--- src/hdl/dsb_pkg.sv ---
// Shared types, constants, tables and rounding helpers for the detuned saw bank.
package dsb_pkg;

    localparam int NUM_SAWS    = 7;
    localparam int SAW_IW      = (NUM_SAWS > 1) ? $clog2(NUM_SAWS) : 1;

    localparam int PHASE_W     = 24;
    localparam int BASE_W      = 22;
    localparam int SPREAD_W    = 20;
    localparam int COEF_W      = 16;
    localparam int KIN_W       = 16;
    localparam int CFG_IDX_W   = 2;
    localparam int CFG_DATA_W  = 22;

    localparam int MUL_A_W     = 25;
    localparam int MUL_B_W     = 17;
    localparam int PROD_W      = MUL_A_W + MUL_B_W;
    localparam int OFF_W       = 17;
    localparam int FRAC_SHIFT  = 15;

    localparam int QUEUE_DEPTH = 2;
    localparam int QPTR_W      = (QUEUE_DEPTH > 1) ? $clog2(QUEUE_DEPTH) : 1;
    localparam int QCNT_W      = $clog2(QUEUE_DEPTH + 1);

    localparam logic [CFG_IDX_W-1:0] REG_BASE_STEP   = CFG_IDX_W'(0);
    localparam logic [CFG_IDX_W-1:0] REG_SPREAD_STEP = CFG_IDX_W'(1);

    localparam logic [BASE_W-1:0]   BASE_STEP_RESET   = BASE_W'(19223);
    localparam logic [SPREAD_W-1:0] SPREAD_STEP_RESET = '0;

    localparam logic [KIN_W:0] Q15_ONE = (KIN_W+1)'(32768);

    localparam logic signed [PROD_W-1:0] ROUND_HALF = PROD_W'(16384);
    localparam logic signed [PROD_W-1:0] SAT_MAX    = PROD_W'(8388607);
    localparam logic signed [PROD_W-1:0] SAT_MIN    = ~SAT_MAX;

    localparam logic [11:0] DETUNE_MAG [7] = '{
        12'd3605, 12'd2061, 12'd640, 12'd0, 12'd652, 12'd2037, 12'd3521
    };
    localparam logic DETUNE_NEG [7] = '{
        1'b1, 1'b1, 1'b1, 1'b0, 1'b0, 1'b0, 1'b0
    };
    localparam logic [13:0] AMP_W [7] = '{
        14'd4096, 14'd2458, 14'd3277, 14'd6554, 14'd6554, 14'd3277, 14'd2458
    };

    typedef struct packed {
        logic signed [COEF_W-1:0] coef;
        logic [KIN_W-1:0]         kin;
    } t_job;

    typedef struct packed {
        logic full;
        logic empty;
    } t_queue_status;

    typedef struct packed {
        logic busy;
        logic out_write;
    } t_back_status;

    function automatic logic signed [PHASE_W-1:0] sat_round(
        input logic signed [PROD_W-1:0] x
    );
        logic signed [PROD_W-1:0] t;
        logic signed [PROD_W-1:0] s;
        t = x + ROUND_HALF;
        s = t >>> FRAC_SHIFT;
        if (s > SAT_MAX) begin
            s = SAT_MAX;
        end else if (s < SAT_MIN) begin
            s = SAT_MIN;
        end
        return s[PHASE_W-1:0];
    endfunction

endpackage

--- src/hdl/dsb_front.sv ---
// Input stage: takes a coefficient, forms the 1-|c| weight and hands the job to the queue.
module dsb_front (
    input  logic                                 i_clk,
    input  logic                                 i_rst_n,
    input  logic                                 i_valid,
    input  logic signed [dsb_pkg::COEF_W-1:0]    i_filter_coef,
    output logic                                 o_stall,
    input  dsb_pkg::t_queue_status               i_qstat,
    output logic                                 o_push,
    output dsb_pkg::t_job                        o_job
);

    logic                              r_valid;
    dsb_pkg::t_job                     r_job;
    logic [dsb_pkg::COEF_W-1:0]        w_abs;
    logic [dsb_pkg::KIN_W:0]           w_kin;

    assign o_stall = r_valid && i_qstat.full;
    assign o_push  = r_valid && !i_qstat.full;
    assign o_job   = r_job;

    assign w_abs = i_filter_coef[dsb_pkg::COEF_W-1] ? dsb_pkg::COEF_W'(-i_filter_coef)
                                                    : dsb_pkg::COEF_W'(i_filter_coef);
    assign w_kin = dsb_pkg::Q15_ONE - {1'b0, w_abs};

    always_ff @(posedge i_clk) begin
        if (!i_rst_n) begin
            r_valid <= 1'b0;
        end else if (!o_stall) begin
            r_valid <= i_valid;
        end
    end

    always_ff @(posedge i_clk) begin
        if (i_valid && !o_stall) begin
            r_job.coef <= i_filter_coef;
            r_job.kin  <= w_kin[dsb_pkg::KIN_W-1:0];
        end
    end

endmodule

--- src/hdl/dsb_queue.sv ---
// Short job queue between the input stage and the synthesis sequencer.
module dsb_queue (
    input  logic                       i_clk,
    input  logic                       i_rst_n,
    input  logic                       i_push,
    input  dsb_pkg::t_job              i_job,
    input  logic                       i_pop,
    output dsb_pkg::t_job              o_job,
    output dsb_pkg::t_queue_status     o_stat
);

    dsb_pkg::t_job                  r_mem [dsb_pkg::QUEUE_DEPTH];
    logic [dsb_pkg::QPTR_W-1:0]     r_wptr;
    logic [dsb_pkg::QPTR_W-1:0]     r_rptr;
    logic [dsb_pkg::QCNT_W-1:0]     r_count;

    assign o_stat.full  = (r_count == dsb_pkg::QCNT_W'(dsb_pkg::QUEUE_DEPTH));
    assign o_stat.empty = (r_count == '0);
    assign o_job        = r_mem[r_rptr];

    function automatic logic [dsb_pkg::QPTR_W-1:0] next_ptr(
        input logic [dsb_pkg::QPTR_W-1:0] p
    );
        if (p == dsb_pkg::QPTR_W'(dsb_pkg::QUEUE_DEPTH - 1)) begin
            return '0;
        end
        return p + 1'b1;
    endfunction

    always_ff @(posedge i_clk) begin
        if (!i_rst_n) begin
            r_wptr  <= '0;
            r_rptr  <= '0;
            r_count <= '0;
        end else begin
            if (i_push) begin
                r_wptr <= next_ptr(r_wptr);
            end
            if (i_pop) begin
                r_rptr <= next_ptr(r_rptr);
            end
            if (i_push && !i_pop) begin
                r_count <= r_count + 1'b1;
            end else if (i_pop && !i_push) begin
                r_count <= r_count - 1'b1;
            end
        end
    end

    always_ff @(posedge i_clk) begin
        if (i_push) begin
            r_mem[r_wptr] <= i_job;
        end
    end

endmodule

--- src/hdl/dsb_back.sv ---
// Sequencer: steps the saw phases through one shared multiplier, sums, filters, outputs.
module dsb_back (
    input  logic                                  i_clk,
    input  logic                                  i_rst_n,
    input  logic [dsb_pkg::BASE_W-1:0]            i_base_step,
    input  logic [dsb_pkg::SPREAD_W-1:0]          i_spread_step,
    input  dsb_pkg::t_job                         i_job,
    input  dsb_pkg::t_queue_status                i_qstat,
    output logic                                  o_pop,
    output dsb_pkg::t_back_status                 o_stat,
    output logic                                  o_valid,
    input  logic                                  i_stall,
    output logic signed [dsb_pkg::PHASE_W-1:0]    o_sample_out
);

    localparam logic [2:0] S_IDLE = 3'd0;
    localparam logic [2:0] S_OFF  = 3'd1;
    localparam logic [2:0] S_AMP  = 3'd2;
    localparam logic [2:0] S_SUM  = 3'd3;
    localparam logic [2:0] S_F2   = 3'd4;
    localparam logic [2:0] S_F3   = 3'd5;
    localparam logic [2:0] S_F4   = 3'd6;

    logic [2:0]                                r_state;
    logic [dsb_pkg::SAW_IW-1:0]                r_idx;
    logic [dsb_pkg::PHASE_W-1:0]               r_phase [dsb_pkg::NUM_SAWS];
    logic signed [dsb_pkg::PHASE_W-1:0]        r_prev;
    logic signed [dsb_pkg::PHASE_W-1:0]        r_sum;
    logic signed [dsb_pkg::PROD_W-1:0]         r_acc;
    logic signed [dsb_pkg::PROD_W-1:0]         r_prod;
    dsb_pkg::t_job                             r_job;
    logic                                      r_out_valid;
    logic signed [dsb_pkg::PHASE_W-1:0]        r_out;

    logic signed [dsb_pkg::MUL_A_W-1:0]        w_mul_a;
    logic signed [dsb_pkg::MUL_B_W-1:0]        w_mul_b;
    logic signed [dsb_pkg::PROD_W-1:0]         w_prod;
    logic [dsb_pkg::PHASE_W-1:0]               w_phase_cur;
    logic signed [dsb_pkg::PROD_W-1:0]         w_off_sum;
    logic [dsb_pkg::PHASE_W-1:0]               w_off24;
    logic [dsb_pkg::PHASE_W-1:0]               w_base24;
    logic [dsb_pkg::PHASE_W-1:0]               w_phase_nxt;
    logic                                      w_slot_free;
    logic                                      w_out_write;
    logic                                      w_last;

    assign w_phase_cur = r_phase[r_idx];
    assign w_off_sum   = r_prod + dsb_pkg::ROUND_HALF;
    assign w_off24     = dsb_pkg::PHASE_W'(w_off_sum[dsb_pkg::FRAC_SHIFT +: dsb_pkg::OFF_W]);
    assign w_base24    = dsb_pkg::PHASE_W'(i_base_step);
    assign w_phase_nxt = dsb_pkg::DETUNE_NEG[r_idx] ? (w_phase_cur + w_base24 - w_off24)
                                                    : (w_phase_cur + w_base24 + w_off24);
    assign w_last      = (r_idx == dsb_pkg::SAW_IW'(dsb_pkg::NUM_SAWS - 1));
    assign w_slot_free = !r_out_valid || !i_stall;
    assign w_out_write = (r_state == S_F4) && w_slot_free;

    assign o_pop            = (r_state == S_IDLE) && !i_qstat.empty;
    assign o_stat.busy      = (r_state != S_IDLE);
    assign o_stat.out_write = w_out_write;
    assign o_valid          = r_out_valid;
    assign o_sample_out     = r_out;

    always_comb begin
        unique case (r_state)
            S_OFF: begin
                w_mul_a = dsb_pkg::MUL_A_W'(i_spread_step);
                w_mul_b = dsb_pkg::MUL_B_W'(dsb_pkg::DETUNE_MAG[r_idx]);
            end
            S_AMP: begin
                w_mul_a = dsb_pkg::MUL_A_W'(signed'(w_phase_cur));
                w_mul_b = dsb_pkg::MUL_B_W'(dsb_pkg::AMP_W[r_idx]);
            end
            S_F2: begin
                w_mul_a = dsb_pkg::MUL_A_W'(r_sum);
                w_mul_b = signed'({1'b0, r_job.kin});
            end
            S_F3: begin
                w_mul_a = dsb_pkg::MUL_A_W'(r_prev);
                w_mul_b = dsb_pkg::MUL_B_W'(r_job.coef);
            end
            default: begin
                w_mul_a = '0;
                w_mul_b = '0;
            end
        endcase
    end

    assign w_prod = w_mul_a * w_mul_b;

    always_ff @(posedge i_clk) begin
        if (!i_rst_n) begin
            r_state     <= S_IDLE;
            r_idx       <= '0;
            r_prev      <= '0;
            r_out_valid <= 1'b0;
            for (int k = 0; k < dsb_pkg::NUM_SAWS; k++) begin
                r_phase[k] <= '0;
            end
        end else begin
            if (w_out_write) begin
                r_out_valid <= 1'b1;
            end else if (!i_stall) begin
                r_out_valid <= 1'b0;
            end
            unique case (r_state)
                S_IDLE: begin
                    if (o_pop) begin
                        r_idx   <= '0;
                        r_state <= S_OFF;
                    end
                end
                S_OFF: begin
                    r_state <= S_AMP;
                end
                S_AMP: begin
                    r_phase[r_idx] <= w_phase_nxt;
                    if (w_last) begin
                        r_state <= S_SUM;
                    end else begin
                        r_idx   <= r_idx + 1'b1;
                        r_state <= S_OFF;
                    end
                end
                S_SUM: begin
                    r_state <= S_F2;
                end
                S_F2: begin
                    r_state <= S_F3;
                end
                S_F3: begin
                    r_state <= S_F4;
                end
                S_F4: begin
                    if (w_slot_free) begin
                        r_prev  <= dsb_pkg::sat_round(r_acc + r_prod);
                        r_state <= S_IDLE;
                    end
                end
                default: begin
                    r_state <= S_IDLE;
                end
            endcase
        end
    end

    always_ff @(posedge i_clk) begin
        unique case (r_state)
            S_IDLE: begin
                r_acc <= '0;
                if (o_pop) begin
                    r_job <= i_job;
                end
            end
            S_OFF: begin
                if (r_idx != '0) begin
                    r_acc <= r_acc + r_prod;
                end
                r_prod <= w_prod;
            end
            S_AMP: begin
                r_prod <= w_prod;
            end
            S_SUM: begin
                r_sum <= dsb_pkg::sat_round(r_acc + r_prod);
            end
            S_F2: begin
                r_prod <= w_prod;
            end
            S_F3: begin
                r_acc  <= r_prod;
                r_prod <= w_prod;
            end
            S_F4: begin
                if (w_slot_free) begin
                    r_out <= dsb_pkg::sat_round(r_acc + r_prod);
                end
            end
            default: begin
                r_acc <= r_acc;
            end
        endcase
    end

endmodule

--- src/hdl/detuned_saw_bank_one_pole_unit.sv ---
// Top level: configuration registers, input stage, job queue and synthesis sequencer.
//
//  channel   direction  handshake                  payload
//  input     in         i_valid / o_stall          i_filter_coef  (16, signed)
//  output    out        o_valid / i_stall          o_sample_out   (24, signed)
//  config    in         i_cfg_valid / o_cfg_ready  i_cfg_index (2), i_cfg_data (22)
//
//  Each sample is worked out in turn on the shared multiplier: two products
//  per saw, then two for the filter.
//  Reset clears all saw phases and the filter history; base_step resets to 19223.
//  The input stage and a two-entry queue keep taking coefficients while the
//  sequencer works or a finished sample waits under o_valid / i_stall.
module detuned_saw_bank_one_pole_unit (
    input  logic                                   i_clk,
    input  logic                                   i_rst_n,
    input  logic                                   i_valid,
    output logic                                   o_stall,
    input  logic signed [dsb_pkg::COEF_W-1:0]      i_filter_coef,
    output logic                                   o_valid,
    input  logic                                   i_stall,
    output logic signed [dsb_pkg::PHASE_W-1:0]     o_sample_out,
    input  logic                                   i_cfg_valid,
    output logic                                   o_cfg_ready,
    input  logic [dsb_pkg::CFG_IDX_W-1:0]          i_cfg_index,
    input  logic [dsb_pkg::CFG_DATA_W-1:0]         i_cfg_data
);

    logic [dsb_pkg::BASE_W-1:0]      r_base_step;
    logic [dsb_pkg::SPREAD_W-1:0]    r_spread_step;

    logic                            w_push;
    logic                            w_pop;
    dsb_pkg::t_job                   w_front_job;
    dsb_pkg::t_job                   w_queue_job;
    dsb_pkg::t_queue_status          w_qstat;
    dsb_pkg::t_back_status           w_bstat;

    assign o_cfg_ready = 1'b1;

    always_ff @(posedge i_clk) begin
        if (!i_rst_n) begin
            r_base_step   <= dsb_pkg::BASE_STEP_RESET;
            r_spread_step <= dsb_pkg::SPREAD_STEP_RESET;
        end else if (i_cfg_valid && o_cfg_ready) begin
            unique case (i_cfg_index)
                dsb_pkg::REG_BASE_STEP: begin
                    r_base_step <= i_cfg_data[dsb_pkg::BASE_W-1:0];
                end
                dsb_pkg::REG_SPREAD_STEP: begin
                    r_spread_step <= i_cfg_data[dsb_pkg::SPREAD_W-1:0];
                end
                default: begin
                    r_base_step <= r_base_step;
                end
            endcase
        end
    end

    dsb_front u_front (
        .i_clk         (i_clk),
        .i_rst_n       (i_rst_n),
        .i_valid       (i_valid),
        .i_filter_coef (i_filter_coef),
        .o_stall       (o_stall),
        .i_qstat       (w_qstat),
        .o_push        (w_push),
        .o_job         (w_front_job)
    );

    dsb_queue u_queue (
        .i_clk   (i_clk),
        .i_rst_n (i_rst_n),
        .i_push  (w_push),
        .i_job   (w_front_job),
        .i_pop   (w_pop),
        .o_job   (w_queue_job),
        .o_stat  (w_qstat)
    );

    dsb_back u_back (
        .i_clk         (i_clk),
        .i_rst_n       (i_rst_n),
        .i_base_step   (r_base_step),
        .i_spread_step (r_spread_step),
        .i_job         (w_queue_job),
        .i_qstat       (w_qstat),
        .o_pop         (w_pop),
        .o_stat        (w_bstat),
        .o_valid       (o_valid),
        .i_stall       (i_stall),
        .o_sample_out  (o_sample_out)
    );

    a_no_overflow: assert property (@(posedge i_clk) disable iff (!i_rst_n)
        w_push |-> !w_qstat.full)
        else $error("queue written while full");

    a_no_underflow: assert property (@(posedge i_clk) disable iff (!i_rst_n)
        w_pop |-> !w_qstat.empty)
        else $error("queue read while empty");

    a_pop_starts_work: assert property (@(posedge i_clk) disable iff (!i_rst_n)
        w_pop |=> w_bstat.busy)
        else $error("sequencer idle after taking a job");

    a_write_needs_slot: assert property (@(posedge i_clk) disable iff (!i_rst_n)
        w_bstat.out_write |-> (!o_valid || !i_stall))
        else $error("result overwrote a stalled sample");

endmodule

--- config.mk ---
export PLATFORM = sky130hd
export DESIGN_NAME = detuned_saw_bank_one_pole_unit
export DESIGN_NICKNAME = d
export VERILOG_FILES = /design/src/hdl/dsb_pkg.sv /design/src/hdl/dsb_front.sv /design/src/hdl/dsb_queue.sv /design/src/hdl/dsb_back.sv /design/src/hdl/detuned_saw_bank_one_pole_unit.sv
export SDC_FILE = /design/constraint.sdc
export NUM_CORES = 2
export LEC_CHECK = 0
export BUFFER_PORTS_ARGS = -buffer_cell sky130_fd_sc_hd__buf_2
export CORE_ASPECT_RATIO = 1.4
export CORE_UTILIZATION = 35
export CTS_BUF_LIST = sky130_fd_sc_hd__clkbuf_8
export DETAILED_ROUTE_END_ITERATION = 10
export PLACE_DENSITY = 0.55
export SYNTH_ARGS = -nofsm -noshare
export SYNTH_HDL_FRONTEND = slang
export SYNTH_SLANG_ARGS = --single-unit
--- constraint.sdc ---
create_clock -name i_clk -period 10.42 [get_ports i_clk]
set_input_delay 1.563 -clock i_clk [delete_from_list [all_inputs] [get_ports i_clk]]
set_output_delay 1.563 -clock i_clk [all_outputs]
set_load 0.02 [all_outputs]
==> summary.txt <==
Timing
  • Tcrit/Tclk final: 89.8%
  • Setup repair after global routing missed its margin: no
  • Final clock skew: 0.0605 ns
  • Setup TNS: 0 ns
  • Final setup viols: 0
  • Number of slew-limit violations in the final report: 0
  • Min Clock Period, post-route: 9.36 ns
  • Worst slew pin tran: roughly 1.2 ns
  • Timing-limited maximum frequency: 107 MHz
  • Number of hold violations in the final report: 0
  • Worst rel slew slack: 19.4%

Final layout
  • Commonest cells after routing, fill and taps aside: 562 x sky130_fd_sc_hd__nor2_1, 518 x sky130_fd_sc_hd__inv_1, 424 x sky130_fd_sc_hd__edfxtp_1, 409 x sky130_fd_sc_hd__fa_1, 405 x sky130_fd_sc_hd__nand2_1
  • Fraction of layout cells with a size suffix above 1: 10.5%
  • Relative area change from synthesis to final layout: 9.76%
  • Number of filler instances in the final layout: 11700
  • Number of nets in the layout: 4838
  • Most common library cell in the layout ignoring fill and taps: sky130_fd_sc_hd__nor2_1
  • Utilization after layout: 38.9%

Synth
  • Sequential-to-total area share from yosys stat: 35.4%
  • Warnings from Yosys: 0
  • Number of distinct library cell variants in the gate-level netlist after synthesis: 86
  • Netlist area before placement: 0.0419 sq mm
  • Cell accounting for the most synthesized area: sky130_fd_sc_hd__edfxtp_1
  • Avg Inst Size Synth: 10.1 sq um
  • Gate count of the mapped netlist: just over 4000
  • Net count of the mapped netlist: 4788
  • Leading register cell type out of synthesis: sky130_fd_sc_hd__edfxtp_1
  • Count of state elements after synthesis: 529
  • Dominant cells by area after synthesis: sky130_fd_sc_hd__edfxtp_1 30%, sky130_fd_sc_hd__fa_1 20%, sky130_fd_sc_hd__ha_1 5.9%, sky130_fd_sc_hd__nor2_1 5.1%, sky130_fd_sc_hd__dfxtp_1 5.0%
  • Yosys top cell area share: ~30%
  • Number of flops mapped to enable cells by yosys: roughly 420
  • Post-synth ARST share: 0%

Floorplanning
  • Number of rows in the core area: 149
  • Starting Density: a little over a third
  • Total core area: roughly 0.12 sq mm
  • Die height: 412 um
  • Die Area: 0.121 sq mm
  • Boundary Pins: 72
  • Overall die width: 295 um

Power
  • Total power per unit cell area: 206 mW/mm^2
  • Peak VDD IR: between 0.0001 and 0.00015 V
  • Leakage component of the power: just under 20 nW

Critical path
  • Critical path data required time: about 11 ns
  • Setup Crit Path Kind: reg -> reg
  • Worst path slowest cell: sky130_fd_sc_hd__dfxtp_4
  • Kind of end point of the critical path: register
  • Stage delay of the slowest cell on the critical path: 0.74 ns
  • Startpoint kind of the worst setup timing path: register
  • CP dominant cell by count: sky130_fd_sc_hd__fa_1
  • Arr. time, crit path: 9.81 ns
  • Crit-path max FO: 29

Drt
  • Final antenna-violating net count: 0
  • Initial DRT Pass Iterations: 7
  • Number of vias after detailed routing: 30900
  • Number of design rule violations left after detail routing: 0
  • Average vias per placed instance: 5.29
  • Routed length per placed instance: 22.2 um
  • Routed wire length: about 130000 um
  • DR iter-0 viols: about 2200

CTS
  • CTS tree: done
  • Total of cells resized after clock tree synthesis: 0
  • H-Tree Level Count: 3
  • Clk Latency, worst-skew pair: between 0.7 and 0.8 ns
  • Clock Pin Slew Worst Setup and Hold Paths: 0.06 ns
  • Count of buffers added by post-CTS timing repair for setup: 0
  • Root Buffer: sky130_fd_sc_hd__clkbuf_8
  • Max clock buf depth: 3
  • Clock Sink Count: 529
  • Number of buffers inserted for hold repair after clock tree synthesis: 0
  • Number of buffers created by CTS: 84

Global routing
  • Met2 Track Usage GR: 38.1%
  • Initial antenna violation count: 5
  • GRT Util Overall: 21.8%
  • Most used routing layer in global routing: met2
  • Met1 track demand over resource in global routing: 25.3%
  • Residual overflow from global routing: 0
  • Maximum number of pins on one net before global-route repair: 73
  • Global-route wire length before repair: 196000 um
  • GR Layer Usage met3: slightly above 3%
  • Via count of the first global-routing pass: 32100

Placed design
  • Count of port buffers added during placement: 70
  • Estimated wirelength of the detail-placed design: a little under 100000 um
  • GPL Wtd Cong: between 0.9 and 1

Hold path
  • Min-Delay Startpoint: u_front.o_job[7]
  • Path category of the worst min-delay check: reg -> reg

Run status
  • Outcome: complete, no violations

Job
  • Max cap viols: 0
-- cells by family (layout without fill, tap and decap cells) --
group	Yosys count	after routing	synth area share (%)
AO/OA/AOI/OAI	629	629	9.69
multiplexers	162	162	5.47
XOR/XNOR	195	195	4.07
AND/OR/NAND/NOR	1320	1320	13.7
adder cells (fa/ha/maj)	608	608	25.5
buffers and inverters	691	810	6.24
other	1	3	0.00894
flip-flops	529	529	35.4
-- where the power goes --
part	total, W	internal, W	switching (W)
sequential	0.00301	0.00278	0.000232
combinational	0.00458	0.00146	0.00313
clock	0.00188	0.000961	0.000918
total	0.00947	0.00520	0.00428
-- sequential cells by signal, summed over array words and instances, names as in the netlist, 20 cells and up, named ones only --
signal,flops
u_back.o_sample_out,24
u_front.o_job,31
u_queue.r_mem,62
r_base_step,22
r_spread_step,20
u_back.r_acc,42
u_back.r_prod,42
u_back.r_prev,24
u_back.r_sum,24
u_back.r_job,31
u_back.r_phase,192
-- per-stage QoR --
stage / hold slack (ns) / std cells / power (W) / worst slack [ns] / area, sq um
floorplan: 0.421 / 4135 / 0.00596 / 1.37 / 41900
global placement: 0.422 / 5684 / 0.00759 / 1.23 / 44300
detailed placement: 0.432 / 5684 / 0.00761 / 1.09 / 44300
CTS: 0.426 / 5839 / 0.00952 / 0.973 / 46000
global route: 0.434 / 5840 / 0.0100 / 0.524 / 46000
finish: 0.441 / 5841 / 0.00947 / 1.06 / 46000
-- critical path: cells and delay by family, from the launching register on --
family | cells | cell delay, ns
buffers and inverters | 5 | 0.54
adder cells (fa/ha/maj) | 7 | 3.31
AND/OR/NAND/NOR | 3 | 0.69
AO/OA/AOI/OAI | 10 | 2.79
multiplexers | 2 | 0.87
XOR/XNOR | 1 | 0.09
flip-flops | 1 | 0.74
-- worst paths after layout --
check	slack, ns	depth (start not counted)	endpoint
worst min register to register	0.44	0	u_queue.r_mem[0][7]
worst max register to register	1.06	28	u_back.r_prod[41]
worst min-delay path	0.44	0	u_queue.r_mem[0][7]
worst max-delay path	1.06	28	u_back.r_prod[41]
-- routing by layer --
| layer | vias up | routed length (um) |
|---|---|---|
| met5 | - | 28 |
| met1 | 15500 | 49300 |
| met2 | 978 | 65100 |
| li1 | 14000 | - |
| met3 | 341 | 7130 |
| met4 | 4 | 8220 |
-- area by class of cell --
cell class,instances,area (sq um),area share [%]
repair buffers,154,981,2.13
clock inverters,63,479,1.04
clock buffers,92,1270,2.75
diodes,2,5.00,0.0109
flip-flops and latches,529,14800,32.2
inverters,501,1880,4.09
multi-input cells,2915,24600,53.4
well taps,1585,1980,4.31
-- cells in the mapped netlist (27+ instances only) --
cell,instances
sky130_fd_sc_hd__nand3_1,86
sky130_fd_sc_hd__fa_1,409
sky130_fd_sc_hd__a21o_1,48
sky130_fd_sc_hd__o21a_1,32
sky130_fd_sc_hd__inv_1,500
sky130_fd_sc_hd__mux4_2,48
sky130_fd_sc_hd__mux2i_1,55
sky130_fd_sc_hd__nand2_1,408
sky130_fd_sc_hd__a21oi_1,214
sky130_fd_sc_hd__nor3_1,61
sky130_fd_sc_hd__xor2_1,83
sky130_fd_sc_hd__and2_1,30
sky130_fd_sc_hd__nor2b_1,27
sky130_fd_sc_hd__mux2_2,59
sky130_fd_sc_hd__nor2_1,566
sky130_fd_sc_hd__edfxtp_1,424
sky130_fd_sc_hd__o21ai_0,95
sky130_fd_sc_hd__xnor2_1,112
sky130_fd_sc_hd__buf_1,27
sky130_fd_sc_hd__dfxtp_1,105
sky130_fd_sc_hd__o22ai_1,28
sky130_fd_sc_hd__clkbuf_1,154
sky130_fd_sc_hd__ha_1,199
Power figures use the tool's default switching activity.
